## src/rtl/rbst_pkg.sv

```systemverilog
package rbst_pkg;

  typedef logic [31:0] word_t;

  localparam int unsigned NUM_AXES   = 3;
  localparam int unsigned NUM_STAGES = 7;

  localparam word_t QNAN_DEFAULT = 32'hFFC0_0000;
  localparam word_t QNAN_BIT     = 32'h0040_0000;
  localparam word_t FP_ZERO      = 32'h0000_0000;
  localparam word_t MAX_DIST_RST = 32'h7F80_0000;

  localparam logic [7:0] EXP_MAX  = 8'hFF;
  localparam logic [2:0] REG_ADDR_MAX_DIST = 3'd0;

  function automatic logic f_nan(input word_t x);
    return (x[30:23] == EXP_MAX) && (x[22:0] != 23'd0);
  endfunction

  function automatic logic f_inf(input word_t x);
    return (x[30:23] == EXP_MAX) && (x[22:0] == 23'd0);
  endfunction

  // ordered a < b, false on nan and on equal values including signed zeros
  function automatic logic f_lt(input word_t a, input word_t b);
    logic res;
    res = 1'b0;
    if (!f_nan(a) && !f_nan(b) && !((a[30:0] == 31'd0) && (b[30:0] == 31'd0))) begin
      if (a[31] != b[31]) begin
        res = a[31];
      end else if (!a[31]) begin
        res = a[30:0] < b[30:0];
      end else begin
        res = a[30:0] > b[30:0];
      end
    end
    return res;
  endfunction

  function automatic logic f_ge(input word_t a, input word_t b);
    return !f_nan(a) && !f_nan(b) && !f_lt(a, b);
  endfunction

endpackage

```

## src/rtl/rbst_fsub.sv

```systemverilog
// single precision a - b, round to nearest even, two register stages
module rbst_fsub
  import rbst_pkg::*;
(
  input  logic  clk,
  input  logic  en,
  input  word_t a,
  input  word_t b,
  output word_t y
);

  // stage 1: order operands, align, add or subtract
  logic        sa, sb;
  logic [7:0]  ea, eb, eb_big, es, d;
  logic [23:0] ma, mb, m_big, m_sml;
  logic [26:0] m27s, shd, al;
  logic        st, a_big, s_big;
  logic [27:0] sum;
  logic        spc;
  word_t       spc_val;

  always_comb begin
    sa = a[31];
    sb = ~b[31];
    ea = (a[30:23] == 8'd0) ? 8'd1 : a[30:23];
    eb = (b[30:23] == 8'd0) ? 8'd1 : b[30:23];
    ma = {a[30:23] != 8'd0, a[22:0]};
    mb = {b[30:23] != 8'd0, b[22:0]};
    a_big = a[30:0] >= b[30:0];
    eb_big = a_big ? ea : eb;
    es     = a_big ? eb : ea;
    m_big  = a_big ? ma : mb;
    m_sml  = a_big ? mb : ma;
    s_big  = a_big ? sa : sb;
    d = eb_big - es;
    m27s = {m_sml, 3'b000};
    shd = m27s >> d;
    st = |(m27s & ~(27'h7FF_FFFF << d));
    if (d > 8'd26) begin
      al = {26'd0, |m_sml};
    end else begin
      al = {shd[26:1], shd[0] | st};
    end
    if (sa == sb) begin
      sum = {1'b0, m_big, 3'b000} + {1'b0, al};
    end else begin
      sum = {1'b0, m_big, 3'b000} - {1'b0, al};
    end
    spc = 1'b1;
    if (f_nan(a)) begin
      spc_val = a | QNAN_BIT;
    end else if (f_nan(b)) begin
      spc_val = b | QNAN_BIT;
    end else if (f_inf(a) && f_inf(b)) begin
      spc_val = (sa == sb) ? a : QNAN_DEFAULT;
    end else if (f_inf(a)) begin
      spc_val = a;
    end else if (f_inf(b)) begin
      spc_val = {sb, b[30:0]};
    end else begin
      spc = 1'b0;
      spc_val = FP_ZERO;
    end
  end

  logic        r_spc, r_sign, r_zsign;
  word_t       r_spc_val;
  logic [7:0]  r_exp;
  logic [27:0] r_sum;

  always_ff @(posedge clk) begin
    if (en) begin
      r_spc     <= spc;
      r_spc_val <= spc_val;
      r_sign    <= s_big;
      r_zsign   <= (sa == sb) ? sa : 1'b0;
      r_exp     <= eb_big;
      r_sum     <= sum;
    end
  end

  // stage 2: normalize and round
  logic [4:0]  lz, sh;
  logic [26:0] n;
  logic [8:0]  e;
  logic [7:0]  ef;
  logic        up;
  word_t       res;

  always_comb begin
    lz = 5'd26;
    for (int i = 0; i < 27; i++) begin
      if (r_sum[i]) lz = 5'(26 - i);
    end
    if (r_sum[27]) begin
      sh = 5'd0;
      n = {r_sum[27:2], r_sum[1] | r_sum[0]};
      e = {1'b0, r_exp} + 9'd1;
    end else begin
      sh = ({3'b000, lz} < r_exp - 8'd1) ? lz : 5'(r_exp - 8'd1);
      n = r_sum[26:0] << sh;
      e = {1'b0, r_exp} - {4'd0, sh};
    end
    ef = n[26] ? e[7:0] : 8'd0;
    up = n[2] & (n[1] | n[0] | n[3]);
    if (r_spc) begin
      res = r_spc_val;
    end else if (r_sum == 28'd0) begin
      res = {r_zsign, 31'd0};
    end else if (e >= 9'd255) begin
      res = {r_sign, EXP_MAX, 23'd0};
    end else begin
      res = {r_sign, ef, n[25:3]} + {31'd0, up};
    end
  end

  always_ff @(posedge clk) begin
    if (en) begin
      y <= res;
    end
  end

endmodule

```

## config.mk

```make
export PLATFORM = sky130hd
export DESIGN_NAME = rbst_fsub
export DESIGN_NICKNAME = d
export VERILOG_FILES = /design/src/rtl/rbst_pkg.sv /design/src/rtl/rbst_fsub.sv
export SDC_FILE = /design/constraint.sdc
export NUM_CORES = 1
export LEC_CHECK = 0
export BUFFER_PORTS_ARGS = -buffer_cell sky130_fd_sc_hd__clkbuf_2
export CORE_UTILIZATION = 45
export DETAILED_ROUTE_END_ITERATION = 7
export GPL_TIMING_DRIVEN = 0
export PLACE_DENSITY = 0.74
export SLEW_MARGIN = 20
export SYNTH_ARGS = -nofsm -noshare
export SYNTH_HDL_FRONTEND = slang
export SYNTH_SLANG_ARGS = --single-unit
```

## constraint.sdc

```tcl
create_clock -name clk -period 10.3 [get_ports clk]
set_input_delay 2.06 -clock clk [delete_from_list [all_inputs] [get_ports clk]]
set_output_delay 2.06 -clock clk [all_outputs]
set_load 0.03 [all_outputs]
```

**After elaboration in Yosys (flattened, before gate mapping)**

Cells that the tools add are included.

- Input bits: 66
- Bits in registers: 103
- Word-level logic and storage cells: 100

- Multiplexer cells: 49
- $add $sub $neg: 7
- $lt $le $gt $ge: 4
- Reductions and logical operators: 18
- Bitwise logic cells: 8
- Shift operators: 3
- Eq/ne operators: 3

Operators with widths:

| operator | number |
|---|---|
| $mux 32 | 9 |
| $mux 5 | 26 |
| $mux 27 | 2 |
| $mux 24 | 2 |
| $logic_not 23->1 | 2 |
| $reduce_bool 23->1 | 2 |
| $mux 8 | 5 |
| $add 32x1->32 | 1 |
| $ge 31x31->1 | 1 |
| $add 27x27->28 | 1 |
| $logic_not 28->1 | 1 |
| $mux 28 | 1 |
| $sub 27x27->28 | 1 |
| $and 27x27->27 | 1 |
| $not 27->27 | 1 |
| $reduce_or 27->1 | 1 |
| $shl 27x5->27 | 1 |
| $shl 27x8->27 const A | 1 |
| $shr 27x8->27 | 1 |
| $reduce_or 24->1 | 1 |
| $eq 8x8->1 const B | 2 |
| $logic_not 8->1 | 2 |
| $reduce_bool 8->1 | 2 |
| $add 8x1->9 const B | 1 |
| other kinds (16) | 24 |

**Logic depth before layout (Yosys ltp)**

- Word-level depth: 37
- Depth in mapped cells: 49

**Worst setup path before layout**

Ideal clock, no wire load.

- Path type: input -> register
- Start: input b[1]
- End: register r_sum[26] (data pin)
- Path slack: -507 ps
- Required time: 10,093 ps
- Setup time: 207 ps
- Stages on the path: 43
- Arrival time: 10,600 ps
- Path buffers: 8
- Path through: clkbuf_1 > inv_1 > ha_1 > nor2b_1 > o211ai_1 > a221o_1 > a21oi_1 > nor2_1 > buf_2 > buf_2 > buf_1 > buf_1 > mux2i_1 > ha_1 > inv_1 > fa_1 > a21o_1 > a21oi_1 > (+7 left out) > nand2_1 > nand2_1 > ha_1 > clkbuf_1 > o21bai_1 > a21o_1 > a21oi_1 > nor2_1 > o41ai_1 > o41a_1 > a221oi_1 > a211oi_1 > o31a_1 > a21oi_1 > nor4_1 > a41oi_1 > o21ai_0 > a2111oi_0

- Longest elaborated chain between the ends: 11
- Elaborated cells on any way between the ends: 18
- Classes of those cells: add/sub: 3; order compare: 2; shift: 2; mux: 6; bitwise: 3; reduce/logical: 2

Ends and longest elaborated chain:

| what | RTL line | RTL |
|---|---|---|
| from (decl) | rbst_fsub.sv:8 | `input word_t b,` |
| $ge 31x31->1 | rbst_fsub.sv:29 | `a_big = a[30:0] >= b[30:0];` |
| $mux 8, on equally long branches | rbst_fsub.sv:30, rbst_fsub.sv:31 |  |
| $sub 8x8->8 | rbst_fsub.sv:35 | `d = eb_big - es;` |
| $shl 27x8->27 | rbst_fsub.sv:38 | `st = \|(m27s & ~(27'h7FF_FFFF << d));` |
| $not 27->27 | rbst_fsub.sv:38 |  |
| $and 27x27->27 | rbst_fsub.sv:38 |  |
| $reduce_or 27->1 | rbst_fsub.sv:38 |  |
| $or 1x1->1 | rbst_fsub.sv:42 | `al = {shd[26:1], shd[0] \| st};` |
| $mux 27 | rbst_fsub.sv:39 | `if (d > 8'd26) begin` |
| $sub 27x27->28 / $add 27x27->28 (equally long branches) | rbst_fsub.sv:47, rbst_fsub.sv:45 |  |
| $mux 28 (*) | rbst_fsub.sv:44 | `if (sa == sb) begin` |
| via sum[26] | rbst_fsub.sv:18 | `logic [27:0] sum;` |
| to (signal assigned) | rbst_fsub.sv:78 | `r_sum <= sum;` |
| to (decl) | rbst_fsub.sv:69 | `logic [27:0] r_sum;` |

Mark *: on every way through the listed nets, which the timed path passes. The rest lies on a longest branch.
A chain may end at the register's enable or synchronous reset.

**Final worst setup path**

- Start: input b[29]
- End: register r_sum[26] (data pin)

- Longest elaborated chain between the ends: 12
- Elaborated cells on any way between the ends: 21
- Classes of those cells: add/sub: 3; order compare: 2; shift: 2; mux: 7; bitwise: 3; reduce/logical: 4

Ends and longest elaborated chain:

| what | RTL line |
|---|---|
| branches (longest 11 deep; another with $ge 31x31->1) | - |
| $mux 28 (*) | rbst_fsub.sv:44 |
| via sum[26] | rbst_fsub.sv:18 |

Mark *: on every way through the listed nets, which the timed path passes.

==> out/qor.yml <==
ir_drop_v: 0.000122
synth_warnings: 0
slowest_delay_ps: 420
diodes: 0
pin_count: 98
synthMuxAreaShare_pct: 10.3
multiInputGateArea_um2: 10900
initial_core_util_pct: 45.7
path_class: "input port to flop"
routabilityCongestion: 1.06
endpoint_kind: "flop"
synth_compound_area_share_pct: 26.0
relSlewSlack_pct: 17.4
grt_pass1_wl_um: 95400
final_nets: 2142
antenna_found_initial: 0
synthesis.nets: 1970
setup-violations-final: 0
drc_errors: 0
dpl_cell_area_um2: 15000
synth_cells: 1797
portBuffers: 96
synth_edf_count: 103
synthAdderAreaFrac_pct: 9.76
rows: 64
max_freq_mhz: 98.5
drt-vias-per-instance: 6.79
fin_area_um2: 17200
hold_viol_final: 0
power_frac_comb_pct: 69.5
final-seq-area_um2: 3090
htreeDepth: 3
maxSlewViolCount: 0
yosysSeqAreaShare_pct: 22.2
fillers: 2820
ys_ff_latch: 103
fin_crit_sh_pct: 98.6
clock-sinks: 103
antenna_left: 0
areaGrowthSynthToFinish_pct: 23.0
dieArea_um2: 31700
crit_top_cell: "buf_12"
drt_wl_total_um: 67400
hpwl_um: 51100
fin_skew_ps: 11.8
p_clk_share_pct: 11.6
drt-initial-drc-count: 2029
numCtsBuffers: 9
status: "finished clean"
cp_slowest_cell: "nor4_2"
dr.pass1.iters: 7
crit_arrival_ps: 10310
hold_buffers: 0
p_int_mw: 1.58
async_flop_share_pct: 0
worstSkewPairLatency_ps: 370
cts_root_buf: "clkbuf_16"
synth-simple-area-share_pct: 21.3
required_ps: 10460
fin_hold_ws_ps: 560
core_region_area_um2: 30500
vias: 16102
fin_crit_ps: 10150
clockBufferDepth: 2
grt_start_max_net_pins: 104
track_usage_pct: 41.5
cts_tree: "built"
synth_top_family_by_area: "compound AO/OA/AOI/OAI gates"
hold_class: "flop to flop"
power-per-cell-area_nw_per_um2: 192
max_slew.worst_pin.slew_ps: 1240
final_cell_mix: "215 x nand2_1, 137 x o21ai_0, 123 x nor2_1"
die_w_um: 178
final_common_cell: "nand2_1"
grt.overflow.total: 0
synth_ff_type: "edfxtp_1"
die_h_um: 178
switching_share_pct: 51.9
fin_util_pct: 56.2
start_kind: "input port"
cap_violations: 0
netlist_area_um2: 14000
clk_pin_slew_ps: 70
synthXorXnorAreaFrac_pct: 4.08
wl_per_cell_um: 28.4
avgSynthCellArea_um2: 7.76
p_sw_mw: 1.71
p_seq_share_pct: 18.8
synth_cell_types: 90
grt_pass1_vias: 14855
total_leakage_power_nw: 7.17
cp_max_fo: 10
drive_gt1_share_pct: 20.8
## layer usage
layer / global-route usage, % / vias to the layer above / part of all wire [%]
li1: - / 7063 / -
met1: 48.6 / 7580 / 37
met2: 68.4 / 1146 / 46
met3: 7.27 / 313 / 8.8
met4: 30.0 / 0 / 8.8
met5: 0 / - / 0
## Yosys cell counts, types with 7 or more instances
| library cell | instances | share of area (%) |
|---|---|---|
| or3_1 | 12 | 0.54 |
| a22o_1 | 33 | 2.1 |
| a221o_1 | 8 | 0.57 |
| nor2b_1 | 16 | 0.72 |
| o21ai_0 | 153 | 5.5 |
| mux2i_1 | 104 | 7.5 |
| o31ai_1 | 12 | 0.65 |
| xor2_1 | 25 | 1.6 |
| nand4_1 | 24 | 1.1 |
| buf_1 | 12 | 0.32 |
| a31oi_1 | 22 | 0.99 |
| and2_1 | 9 | 0.40 |
| nor3_1 | 55 | 2.0 |
| a21o_1 | 19 | 1.0 |
| o21bai_1 | 14 | 0.75 |
| a22oi_1 | 11 | 0.59 |
| clkbuf_1 | 74 | 2.0 |
| mux4_2 | 10 | 1.6 |
| nor4_1 | 27 | 1.2 |
| nor2_1 | 131 | 3.5 |
| ha_1 | 104 | 9.3 |
| o211ai_1 | 20 | 1.1 |
| o22ai_1 | 8 | 0.36 |
| xnor2_1 | 40 | 2.5 |
| nand2_1 | 222 | 6.0 |
| a21oi_1 | 114 | 4.1 |
| and3_1 | 14 | 0.63 |
| o2111ai_1 | 7 | 0.44 |
| inv_1 | 117 | 3.1 |
| a211oi_1 | 24 | 1.3 |
| nand3_1 | 62 | 2.2 |
| edfxtp_1 | 103 | 22 |
| buf_2 | 9 | 0.32 |
| nand2b_1 | 20 | 0.90 |
| a221oi_1 | 15 | 0.94 |
| mux2_2 | 11 | 0.89 |
## kinds of logic after synthesis
kind of cell,after synthesis
AND/OR/NAND/NOR,625
AO/OA/AOI/OAI,546
buffers and inverters,223
multiplexers,128
adder cells (fa/ha/maj),107
flip-flops,103
XOR/XNOR,65
## what timing repair did
item	in CTS	in global routing
gates cloned	0	1
setup endpoints to repair	28	13
pin swaps	30	56
resized for setup	181	170
setup buffers	38	36
## power groups by stage
stage	registers (mW)	logic, mW	clock network [mW]
after CTS	0.616	2.11	0.385
final	0.619	2.29	0.383
after global placement	0.623	1.91	0
after detailed placement	0.625	1.91	0
after global routing	0.626	2.38	0.400
after floorplan	0.652	1.24	0
## cell type report
cell class	instances	area share [%]
plain buffers	95	4.01
clock buffers	9	1.31
clock inverters	7	0.664
inverters	119	2.74
multi-input cells	1471	63.4
flip-flops and latches	103	18.0
well taps	396	2.89
repair buffers	170	6.98
## worst paths after layout
kind         slack [ps]                    start                  end  depth (start not counted)
min                 560  r_spc_val[27]$_DFFE_PP_      y[27]$_DFFE_PP_                          2
max reg2reg        3060       r_sum[4]$_DFFE_PP_      y[19]$_DFFE_PP_                         32
max                 150                    b[29]  r_sum[26]$_DFFE_PP_                         45
min reg2reg         560  r_spc_val[27]$_DFFE_PP_      y[27]$_DFFE_PP_                          2
## registers in the layout, indices dropped and copies added, names as in the netlist
register	cells
r_spc_val	32
y	32
r_sum	28
r_exp	8
r_sign	1
r_spc	1
r_zsign	1
## critical path: cells and delay by family
family                     cells  cell delay (ps)
muxes                          1              180
buffers and inverters         11             1460
and+or+nand+nor               15             2710
AOI/OAI and AO/OA             15             2980
adders and majority gates      3              880
## stage by stage
stage | instances | setup WS [ps] | power (mW) | TNS, ps
detailed placement | 2289 | -3560 | 2.53 | -59560
floorplan | 1797 | 5.47 | 1.89 | 0
global placement | 2289 | -3560 | 2.53 | -62130
CTS | 2335 | 7.32 | 3.11 | 0
finish | 2370 | 148 | 3.29 | 0
global route | 2370 | -122 | 3.41 | -183
(Power assumes the default switching activity.)
